`src/design/hcb_pkg.sv`:
```
// Huffman code builder: shared constants, field widths and the
// controller/datapath command and status structs. No dependencies.
`timescale 1ns / 1ps
package hcb_pkg;
    localparam int MAX_SYMBOLS_DEF = 32;
    localparam int SYM_W    = 8;
    localparam int WEIGHT_W = 16;
    localparam int CODE_W   = 31;
    localparam int LEN_W    = 5;
    localparam int STAT_W   = 2;

    localparam logic [STAT_W-1:0] STAT_OK     = 2'd0;
    localparam logic [STAT_W-1:0] STAT_SINGLE = 2'd1;
    localparam logic [STAT_W-1:0] STAT_DROP   = 2'd2;

    typedef struct packed {
        logic load;
        logic clear;
        logic scan_run;
        logic pick_a;
        logic pick_b;
        logic emit_start;
        logic walk_start;
        logic walk_rd;
        logic walk_upd;
        logic out_push;
        logic next_leaf;
        logic done_clear;
    } t_cmd;

    typedef struct packed {
        logic scan_done;
        logic build_done;
        logic c_has_parent;
        logic leaf_last;
        logic out_free;
    } t_stat;
endpackage

```
`src/design/hcb_ctrl.sv`:
```
// Huffman code builder controller: sequences load, tree merges and code walk.
// Depends on hcb_pkg.
`timescale 1ns / 1ps
module hcb_ctrl
    import hcb_pkg::*;
(
    input  logic  i_clk,
    input  logic  i_rst_n,
    input  logic  i_in_valid,
    input  logic  i_in_last,
    output logic  o_in_ready,
    input  t_stat i_stat,
    output t_cmd  o_cmd
);
    typedef enum logic [3:0] {
        S_LOAD, S_CLEAR, S_SCAN_A, S_PICK_A, S_SCAN_B, S_PICK_B,
        S_WALK_START, S_WALK, S_WALK_UPD, S_OUT
    } t_state;

    t_state r_state, n_state;

    always_ff @(posedge i_clk) begin
        if (!i_rst_n) begin
            r_state <= S_LOAD;
        end else begin
            r_state <= n_state;
        end
    end

    assign o_in_ready = (r_state == S_LOAD);

    always_comb begin
        o_cmd   = '0;
        n_state = r_state;
        case (r_state)
            S_LOAD: begin
                o_cmd.load = i_in_valid;
                if (i_in_valid && i_in_last) begin
                    n_state = S_CLEAR;
                end
            end
            S_CLEAR: begin
                o_cmd.clear = 1'b1;
                n_state     = S_SCAN_A;
            end
            S_SCAN_A: begin
                if (i_stat.build_done) begin
                    o_cmd.emit_start = 1'b1;
                    n_state          = S_WALK_START;
                end else if (i_stat.scan_done) begin
                    n_state = S_PICK_A;
                end else begin
                    o_cmd.scan_run = 1'b1;
                end
            end
            S_PICK_A: begin
                o_cmd.pick_a = 1'b1;
                n_state      = S_SCAN_B;
            end
            S_SCAN_B: begin
                if (i_stat.scan_done) begin
                    n_state = S_PICK_B;
                end else begin
                    o_cmd.scan_run = 1'b1;
                end
            end
            S_PICK_B: begin
                o_cmd.pick_b = 1'b1;
                n_state      = S_SCAN_A;
            end
            S_WALK_START: begin
                o_cmd.walk_start = 1'b1;
                n_state          = S_WALK;
            end
            S_WALK: begin
                if (i_stat.c_has_parent) begin
                    o_cmd.walk_rd = 1'b1;
                    n_state       = S_WALK_UPD;
                end else begin
                    n_state = S_OUT;
                end
            end
            S_WALK_UPD: begin
                o_cmd.walk_upd = 1'b1;
                n_state        = S_WALK;
            end
            S_OUT: begin
                if (i_stat.out_free) begin
                    o_cmd.out_push = 1'b1;
                    if (i_stat.leaf_last) begin
                        o_cmd.done_clear = 1'b1;
                        n_state          = S_LOAD;
                    end else begin
                        o_cmd.next_leaf = 1'b1;
                        n_state         = S_WALK_START;
                    end
                end
            end
            default: n_state = S_LOAD;
        endcase
    end
endmodule

```
`src/design/hcb_dp.sv`:
```
// Huffman code builder datapath: leaf and tree memories, min scan,
// code walk and output register. Depends on hcb_pkg.
`timescale 1ns / 1ps
module hcb_dp
    import hcb_pkg::*;
#(
    parameter int MAX_SYMBOLS = MAX_SYMBOLS_DEF
) (
    input  logic                i_clk,
    input  logic                i_rst_n,
    input  t_cmd                i_cmd,
    output t_stat               o_stat,
    input  logic [SYM_W-1:0]    i_symbol,
    input  logic [WEIGHT_W-1:0] i_weight,
    output logic                o_valid,
    input  logic                i_ready,
    output logic [SYM_W-1:0]    o_symbol,
    output logic [CODE_W-1:0]   o_code,
    output logic [LEN_W-1:0]    o_len,
    output logic [STAT_W-1:0]   o_status,
    output logic                o_final
);
    localparam int NODES  = 2 * MAX_SYMBOLS - 1;
    localparam int IDX_W  = $clog2(NODES);
    localparam int CNT_W  = $clog2(MAX_SYMBOLS + 1);
    localparam int SYM_AW = $clog2(MAX_SYMBOLS);
    localparam int WT_W   = WEIGHT_W + $clog2(MAX_SYMBOLS);

    logic [SYM_W-1:0]  m_sym    [MAX_SYMBOLS];
    logic [WT_W-1:0]   m_weight [NODES];
    logic [IDX_W:0]    m_parent [NODES];

    logic [CNT_W-1:0]  r_count;
    logic              r_ovf;
    logic [NODES-1:0]  r_hp;
    logic [IDX_W-1:0]  r_node, r_scan, r_rd_idx, r_best, r_c;
    logic              r_rd_vld, r_found;
    logic [WT_W-1:0]   r_rd_w, r_best_w, r_a_w;
    logic [CNT_W-1:0]  r_leaf;
    logic [SYM_W-1:0]  r_sym;
    logic [IDX_W:0]    r_par;
    logic [CODE_W-1:0] r_code;
    logic [LEN_W-1:0]  r_len;

    logic              wt_we;
    logic [IDX_W-1:0]  wt_wa;
    logic [WT_W-1:0]   wt_wd;
    logic              scan_issue;
    logic [IDX_W:0]    last_node;

    assign scan_issue = i_cmd.scan_run && (r_scan != r_node);
    assign last_node  = (IDX_W + 1)'({r_count, 1'b0}) - 1'b1;

    assign o_stat.scan_done    = (r_scan == r_node) && !r_rd_vld;
    assign o_stat.build_done   = ({1'b0, r_node} == last_node);
    assign o_stat.c_has_parent = r_hp[r_c];
    assign o_stat.leaf_last    = (r_leaf == r_count - 1'b1);
    assign o_stat.out_free     = !o_valid || i_ready;

    always_comb begin
        wt_we = 1'b0;
        wt_wa = r_node;
        wt_wd = r_a_w + r_best_w;
        if (i_cmd.load) begin
            wt_we = (r_count != CNT_W'(MAX_SYMBOLS));
            wt_wa = IDX_W'(r_count);
            wt_wd = WT_W'(i_weight);
        end else if (i_cmd.pick_b) begin
            wt_we = 1'b1;
        end
    end

    always_ff @(posedge i_clk) begin
        if (wt_we) begin
            m_weight[wt_wa] <= wt_wd;
        end
        r_rd_w <= m_weight[r_scan];
        if (i_cmd.load && r_count != CNT_W'(MAX_SYMBOLS)) begin
            m_sym[r_count[SYM_AW-1:0]] <= i_symbol;
        end
        if (i_cmd.walk_start) begin
            r_sym <= m_sym[r_leaf[SYM_AW-1:0]];
        end
        if (i_cmd.pick_a) begin
            m_parent[r_best] <= {1'b0, r_node};
        end else if (i_cmd.pick_b) begin
            m_parent[r_best] <= {1'b1, r_node};
        end
        if (i_cmd.walk_rd) begin
            r_par <= m_parent[r_c];
        end
    end

    always_ff @(posedge i_clk) begin
        if (!i_rst_n) begin
            r_count  <= '0;
            r_ovf    <= 1'b0;
            r_hp     <= '0;
            r_node   <= '0;
            r_scan   <= '0;
            r_rd_vld <= 1'b0;
            r_found  <= 1'b0;
            r_leaf   <= '0;
            o_valid  <= 1'b0;
        end else begin
            if (i_cmd.load) begin
                if (r_count != CNT_W'(MAX_SYMBOLS)) begin
                    r_count <= r_count + 1'b1;
                end else begin
                    r_ovf <= 1'b1;
                end
            end
            if (i_cmd.clear || i_cmd.pick_a || i_cmd.pick_b) begin
                r_scan   <= '0;
                r_rd_vld <= 1'b0;
                r_found  <= 1'b0;
            end
            if (i_cmd.clear) begin
                r_hp   <= '0;
                r_node <= IDX_W'(r_count);
            end
            if (i_cmd.pick_a) begin
                r_hp[r_best] <= 1'b1;
                r_a_w        <= r_best_w;
            end
            if (i_cmd.pick_b) begin
                r_hp[r_best] <= 1'b1;
                r_node       <= r_node + 1'b1;
            end
            if (i_cmd.scan_run) begin
                r_rd_vld <= scan_issue;
                r_rd_idx <= r_scan;
                if (scan_issue) begin
                    r_scan <= r_scan + 1'b1;
                end
                if (r_rd_vld && !r_hp[r_rd_idx] && (!r_found || r_rd_w < r_best_w)) begin
                    r_found  <= 1'b1;
                    r_best   <= r_rd_idx;
                    r_best_w <= r_rd_w;
                end
            end
            if (i_cmd.emit_start) begin
                r_leaf <= '0;
            end
            if (i_cmd.next_leaf) begin
                r_leaf <= r_leaf + 1'b1;
            end
            if (i_cmd.walk_start) begin
                r_c    <= IDX_W'(r_leaf);
                r_len  <= '0;
                r_code <= '0;
            end
            if (i_cmd.walk_upd) begin
                if (r_len != LEN_W'(CODE_W)) begin
                    r_code[r_len] <= r_par[IDX_W];
                    r_len         <= r_len + 1'b1;
                end
                r_c <= r_par[IDX_W-1:0];
            end
            if (i_cmd.out_push) begin
                o_valid  <= 1'b1;
                o_symbol <= r_sym;
                o_code   <= r_code;
                o_len    <= r_len;
                o_final  <= o_stat.leaf_last;
                if (r_count < CNT_W'(2)) begin
                    o_status <= STAT_SINGLE;
                end else if (r_ovf) begin
                    o_status <= STAT_DROP;
                end else begin
                    o_status <= STAT_OK;
                end
            end else if (i_ready) begin
                o_valid <= 1'b0;
            end
            if (i_cmd.done_clear) begin
                r_count <= '0;
                r_ovf   <= 1'b0;
            end
        end
    end
endmodule

```
`src/design/huffman_code_builder_unit.sv`:
```
// Huffman code builder top level: joins controller and datapath.
// Depends on hcb_pkg, hcb_ctrl, hcb_dp.
//
// channel  dir  tdata (low bit up)                              tlast
// s_axis   in   symbol[7:0] weight[23:8]                        last
// m_axis   out  out_symbol[7:0] code[38:8] code_length[43:39]   final_res
//               status[45:44], zero pad[47:46]
//
// Load: one item per cycle while the input is open. Build: each of the n-1
// merges runs two scans over the nodes made so far through the one
// weight-memory read port. Emit: per leaf, the code is walked up the tree one
// level at a time, then the result is pushed. Input is held off from the
// last item until the final result is registered. Synchronous active-low reset.
`timescale 1ns / 1ps
module huffman_code_builder_unit
    import hcb_pkg::*;
#(
    parameter int MAX_SYMBOLS = MAX_SYMBOLS_DEF
) (
    input  logic        i_clk,
    input  logic        i_rst_n,
    input  logic        s_axis_tvalid,
    output logic        s_axis_tready,
    input  logic [23:0] s_axis_tdata,   // symbol, weight
    input  logic        s_axis_tlast,
    output logic        m_axis_tvalid,
    input  logic        m_axis_tready,
    output logic [47:0] m_axis_tdata,   // out_symbol, code, code_length, status
    output logic        m_axis_tlast
);
    t_cmd  cmd;
    t_stat stat;

    logic [SYM_W-1:0]  out_sym;
    logic [CODE_W-1:0] out_code;
    logic [LEN_W-1:0]  out_len;
    logic [STAT_W-1:0] out_status;

    hcb_ctrl u_ctrl (
        .i_clk      (i_clk),
        .i_rst_n    (i_rst_n),
        .i_in_valid (s_axis_tvalid),
        .i_in_last  (s_axis_tlast),
        .o_in_ready (s_axis_tready),
        .i_stat     (stat),
        .o_cmd      (cmd)
    );

    hcb_dp #(
        .MAX_SYMBOLS (MAX_SYMBOLS)
    ) u_dp (
        .i_clk    (i_clk),
        .i_rst_n  (i_rst_n),
        .i_cmd    (cmd),
        .o_stat   (stat),
        .i_symbol (s_axis_tdata[7:0]),
        .i_weight (s_axis_tdata[23:8]),
        .o_valid  (m_axis_tvalid),
        .i_ready  (m_axis_tready),
        .o_symbol (out_sym),
        .o_code   (out_code),
        .o_len    (out_len),
        .o_status (out_status),
        .o_final  (m_axis_tlast)
    );

    assign m_axis_tdata = {2'b00, out_status, out_len, out_code, out_sym};

    a_cmd_onehot: assert property (@(posedge i_clk) disable iff (!i_rst_n)
        $onehot0({cmd.load, cmd.clear, cmd.scan_run, cmd.pick_a, cmd.pick_b,
                  cmd.walk_start, cmd.walk_rd, cmd.walk_upd, cmd.out_push}))
        else $error("more than one datapath command");

    a_push_free: assert property (@(posedge i_clk) disable iff (!i_rst_n)
        cmd.out_push |-> stat.out_free)
        else $error("result pushed over a waiting result");

    a_single: assert property (@(posedge i_clk) disable iff (!i_rst_n)
        (m_axis_tvalid && m_axis_tdata[45:44] == STAT_SINGLE)
        |-> (m_axis_tdata[43:39] == 5'd0 && m_axis_tlast))
        else $error("single-symbol result malformed");

    a_no_load_busy: assert property (@(posedge i_clk) disable iff (!i_rst_n)
        (cmd.pick_a || cmd.pick_b || cmd.walk_upd) |-> !s_axis_tready)
        else $error("input open during build");
endmodule

```
`config.mk`:
```
export PLATFORM = sky130hd
export DESIGN_NAME = huffman_code_builder_unit
export DESIGN_NICKNAME = d
export VERILOG_FILES = /design/src/design/hcb_pkg.sv /design/src/design/hcb_ctrl.sv /design/src/design/hcb_dp.sv /design/src/design/huffman_code_builder_unit.sv
export SDC_FILE = /design/constraint.sdc
export NUM_CORES = 2
export LEC_CHECK = 0
export BUFFER_PORTS_ARGS = -buffer_cell sky130_fd_sc_hd__buf_2
export CAP_MARGIN = 20
export CORE_ASPECT_RATIO = 0.7
export CORE_MARGIN = 1.5
export CORE_UTILIZATION = 40
export DETAILED_ROUTE_END_ITERATION = 12
export GPL_TIMING_DRIVEN = 0
export PLACE_DENSITY_LB_ADDON = 0.1
export SYNTH_ARGS = -nofsm -noshare
export SYNTH_HDL_FRONTEND = slang
export SYNTH_SLANG_ARGS = --single-unit
```
`constraint.sdc`:
```
create_clock -name i_clk -period 6.3 [get_ports i_clk]
set_clock_uncertainty 0.05 [all_clocks]
set_input_delay 1.26 -clock i_clk [delete_from_list [all_inputs] [get_ports i_clk]]
set_output_delay 1.26 -clock i_clk [all_outputs]
set_load 0.005 [all_outputs]
```
Yosys cells after proc, flatten, opt, wreduce, memory -nomap -nowiden. Memory sizes are Yosys's and may differ from the RTL's. A register that Yosys moved wholly into a read port is not among the register bits. Index checks and enable logic that the tools add are counted.

Memories: 3. Output and inout port bits: 51. Flip-flop bits (word level): 238. RAM bits: 2020.

Memory list: u_dp.m_weight (depth 63, bits a word 21, rd ports 1, clocked after memory_dff 1, wr ports 1, line hcb_dp.sv:30) `logic [WT_W-1:0] m_weight [NODES];`; u_dp.m_parent (depth 63, bits a word 7, rd ports 1, clocked after memory_dff 1, wr ports 1, line hcb_dp.sv:31) `logic [IDX_W:0] m_parent [NODES];`; u_dp.m_sym (depth 32, bits a word 8, rd ports 1, clocked after memory_dff 1, wr ports 1, line hcb_dp.sv:29) `logic [SYM_W-1:0] m_sym [MAX_SYMBOLS];`.

Reductions and logical operators: 33. Muxes and demuxes: 76. Equality and inequality tests: 19. Add/subtract/negate cells: 8. Magnitude comparators: 8. Bitwise gates (word level): 5.

Operators by type and width (number): $mux 63 (5); $or 63x63->63 (2); $mux 31 (4); $mux 6 (10); $mux 1 (36); $pmux 4 s8 (1); $bwmux 31 (1); $add 6x1->6 const B (4); $add 21x21->21 (1); $lt 21x21->1 (1); $lt 6x7->1 const B (3); $mux 21 (1); $mux 4 (5); $eq 4x3->1 const B (4); $mux 5 (3); $bmux 1 s6 (2); $eq 6x6->1 (2); $reduce_and 2->1 (6); $reduce_bool 2->1 (5); $mux 3 (3); $eq 4x2->1 const B (2); $eq 4x4->1 const B (2); $logic_and 1x1->1 (8); $eq 6x7->1 (1); other kinds (27) (37).

Depth between registers and ports, before layout.
Word-level depth: 9. Mapped depth: 12. Depth with buffers taken out: 9.

Modules after synthesis. A second synthesis with hierarchy kept.

Cells, all modules: 4436. Area, all modules: 90840.9 µm².

Modules (own cells, without submodules): hcb_dp (times used 1, sequential area each 67644.9 µm², cells an instance 4375, area an instance 90429.2 µm²); hcb_ctrl (times used 1, sequential area each 80.1 µm², cells an instance 58, area an instance 392.9 µm²); huffman_code_builder_unit (times used 1, sequential area each 0.0 µm², cells an instance 3, area an instance 18.8 µm²).

Worst setup path before layout. Ideal clock, no wire load.

Path kind: input -> register. From: in s_axis_tvalid. To: mem u_dp.m_weight[0][4] in the netlist's numbering, data pin. Path buffers: 3. Slack: 0.916 ns. Data arrival time: 4.623 ns. Setup time: 0.711 ns. Data required time: 5.539 ns. Stages: 5. Cells stage by stage: and3_1 > buf_2 > clkbuf_1 > clkbuf_1 > o31ai_1.

Longest elaborated chain between the ends: 2.

Ends and longest elaborated chain: from (decl) (line huffman_code_builder_unit.sv:22) `input logic s_axis_tvalid,`; $mux 1 (line hcb_ctrl.sv:35) `case (r_state)`; $mux 21 (line hcb_dp.sv:64) `if (i_cmd.load) begin`; named net u_dp.wt_wd[4] (line hcb_dp.sv:47) `logic [WT_W-1:0] wt_wd;`; to (decl) (line hcb_dp.sv:30).

The timed path passes the listed nets, and every way through them passes these cells.

Final worst setup path.
From: reg u_dp.r_best_w[14]. To: reg u_dp.r_best_w[1], enable pin.

Longest elaborated chain between the ends: 4.

Ends and longest elaborated chain: from (decl) (line hcb_dp.sv:38) `logic [WT_W-1:0] r_rd_w, r_best_w, r_a_w;`; from (signal assigned) (line hcb_dp.sv:139) `r_best_w <= r_rd_w;`; $lt 21x21->1 (line hcb_dp.sv:136) `if (r_rd_vld && !r_hp[r_rd_idx] && (!r_found || r_rd_w < r_best_w)) begin`; $logic_or 1x1->1 (line hcb_dp.sv:136); $logic_and 1x1->1 (line hcb_dp.sv:136); $reduce_and 3->1 (no source line).

No other way between the ends. A chain may end at the register's enable or synchronous reset.

==> qor.yml <==
die:
  std_cell_rows: 145
  die_area_mm2: 0.229
  die-height_um: 401
  ios: 80
  core_mm2: 0.224
  die_w_um: 571
  start_util: 0.404
final_layout:
  num-fill-cells: 18617
  areaGrowthSynthToFinish_pct: 15.0
  multi_input_area_mm2: 0.0220
  final_core_util: 0.464
  drive_gt1_frac: 0.274
  fin_nets: 4805
  seqCellArea_mm2: 0.0677
place:
  dp_hpwl_mm: 171
  portBuffers: 77
  dp_slack_ns: 0.997
  place.gp.congestion: 0.862
worst_setup_path:
  critPathKind: "register to register"
  path_cells: "inv_1 -> ha_1 -> a21o_1 -> a21o_1 -> a211oi_1 -> o211ai_1 -> a21oi_1 -> o311ai_1 -> buf_2 -> nor3_2 -> buf_6 -> buf_6 -> buf_6"
  r2r-start: "u_dp.r_best_w[14]$_DFFE_PP_"
  max_stage_delay_ns: 0.64
  endpoint_kind: "register"
  cp-startpoint: "u_dp.r_best_w[14]$_DFFE_PP_"
  cp_common_cell: "buf_6"
  worstPathMaxFanout: 11
  critPathArrivalTime_ns: 5.09
  critPathRequiredTime_ns: 6.81
  reg2regPathDepth: 13
  critPathLaunchType: "register"
  cp_slowest_cell: "a211oi_1"
timing:
  slew_headroom: 0.186
  finalSetupTns_ns: 0
  worst_slew_pin_slew_ns: 1.22
  finalHoldViolCount: 0
  finalCritPeriodShare: 0.727
  worst_slack_ns: 1.72
  layout_min_cycle_time_ns: 4.58
  slew_viol_final: 0
  rsz0062_at_grt: "no"
  fmax_mhz: 218
  setup_viol: 0
routing:
  drt_iter0_markers: 5943
  wire_per_inst_um: 31.2
  drc_errors: 0
  firstDrtPassIters: 5
  finalWirelength_mm: 248
  ant_nets: 0
  viasPerCell: 5.68
  vias: 45018
synthesis:
  synth-edff-count: 2178
  syn_area_mm2: 0.0903
  synthArstFlopShare: 0
  ys_seq_area_frac: 0.750
  synth.most_common_cell: "edfxtp_1"
  synthTopCellsByArea: "edfxtp_1 72%, mux4_2 16%, dfxtp_1 2.6%, nor2_1 1.1%, ha_1 0.72%"
  synthFlopType: "edfxtp_1"
  postSynthCellCount: 4314
  synth_top_area_frac: 0.724
  avgSynthCellArea_um2: 20.9
  synth_common_cells: "2178 x edfxtp_1, 661 x mux4_2, 267 x nor2_1, 143 x clkbuf_1, 142 x nand2_1"
  synth_seq_cells: 2294
  ys_warn_count: 0
  yosys.area.top_type: "edfxtp_1"
  synth_cell_types: 73
global_routing:
  grt_pass1_wl_mm: 348
  grt_use_met1: 0.346
  track_usage: 0.216
  grt_antenna_before_repair: 32
  grt_max_degree: 48
  gr-total-overflow: 0
  met2_usage: 0.284
  use_met3: 0.0711
  busiest_layer: "met1"
  grt_pass1_vias: 44055
clock_tree:
  hold_buffers: 0
  ctsHtreeMaxLevel: 4
  postCtsSetupRepairBufs: 0
  cts.path.max_buffers: 4
  cts_root_buf: "clkbuf_16"
  cts_resized: 0
  cts_tree: "built"
  insertion_delay_ns: 0.88
  cts_made_buffers: 229
  cts.clk_slew.worst_paths_ns: 0.06
  cts_num_sinks: 2294
power:
  ir_drop_uv: 229
  p_leak_uw: 0.0319
  p_total_uw: 34500
  power_density_mw_per_mm2: 333
worst_hold_path:
  hp-start: "u_dp.r_sym[3]$_DFFE_PP_"
  holdPathStages: 0
  hp-class: "register to register"
run:
  drv_cap: 0
run_status:
  outcome: "completed"
==> metal layers <==
metal / vias to the layer above / part of all wire
li1: 18779 / -
met1: 24222 / 0.48
met2: 1701 / 0.41
met3: 298 / 0.10
met4: 18 / 0.017
met5: - / 0.00050
==> layout by cell type, fill, tap and decap left out, types with 18 or more instances in the layout <==
master | synthesis | final
edfxtp_1 | 2178 | 2178
mux4_2 | 661 | 661
clkbuf_16 | 0 | 233
nor2_1 | 267 | 204
clkbuf_1 | 143 | 199
buf_2 | 63 | 141
nand2_1 | 142 | 140
dfxtp_1 | 116 | 110
a21oi_1 | 96 | 92
nand3_1 | 66 | 66
o21ai_0 | 67 | 58
mux2i_1 | 57 | 57
nor2_4 | 0 | 53
ha_1 | 52 | 52
clkinv_1 | 1 | 51
clkinv_2 | 0 | 42
inv_1 | 40 | 39
o211ai_1 | 39 | 39
buf_12 | 0 | 34
buf_8 | 1 | 32
xnor2_1 | 29 | 29
buf_1 | 25 | 25
nor2b_1 | 20 | 20
xor2_1 | 18 | 18
==> area by class of cell <==
cell class | count | area share
multi-input combinational | 1739 | 0.212
clock inverter | 118 | 0.00850
buffer | 240 | 0.00992
timing repair buffer | 177 | 0.0202
clock buffer | 295 | 0.0587
inverter | 42 | 0.00152
antenna | 10 | 0.000241
tap | 3013 | 0.0363
sequential | 2294 | 0.652
==> state kept, by name, summed over array words and instances (netlist names), 21 cells and up <==
signal and cells:
u_dp.r_code 31, u_dp.m_parent 441, u_dp.o_code 31, u_dp.r_best_w 21, u_dp.m_weight 1323, u_dp.m_sym 256, u_dp.r_hp 63, u_dp.r_rd_w 21
u_dp.r_a_w 21
==> worst max-delay path, delay by kind of cell (launching register included) <==
kind | cells | cell delay [ns]
AOI/OAI and AO/OA | 6 | 2.06
buffers and inverters | 5 | 0.88
and+or+nand+nor | 1 | 0.58
DFF | 1 | 0.38
adders and majority gates | 1 | 0.30
==> path summary, 6_finish.rpt <==
path | to | slack, ns
max | u_dp.r_best_w[1]$_DFFE_PP_ | 1.72
min | u_dp.o_symbol[3]$_DFFE_PP_ | 0.37
max reg2reg | u_dp.r_best_w[1]$_DFFE_PP_ | 1.72
min reg2reg | u_dp.o_symbol[3]$_DFFE_PP_ | 0.37
==> power breakdown <==
| part | leakage, uW | internal, uW | switching, uW |
|---|---|---|---|
| logic | 0.00774 | 1160 | 2460 |
| registers | 0.0207 | 17700 | 176 |
| clock network | 0.00340 | 7250 | 5790 |
==> through the flow <==
step / std cells / area [um^2] / hold slack, ns
2_1_floorplan: 4315 / 90300 / 0.350
3_3_place_gp: 7405 / 94500 / 0.355
3_5_place_dp: 7500 / 96800 / 0.355
4_1_cts: 7913 / 104000 / 0.369
5_1_grt: 7921 / 104000 / 0.374
6_report: 7928 / 104000 / 0.368
==> kinds of logic (layout without fill, tap and decap cells) <==
logic type	Yosys count	in the layout	synth area share
xor gates and xnor gates	47	47	0.00456
muxes	740	740	0.175
buffers and inverters	282	872	0.0131
DFF	2294	2294	0.750
other	1	12	0.0000415
adders and majority gates	53	53	0.00743
and+or+nand+nor	600	600	0.0298
AOI/OAI and AO/OA	297	297	0.0205
(Power assumes the default switching activity.)
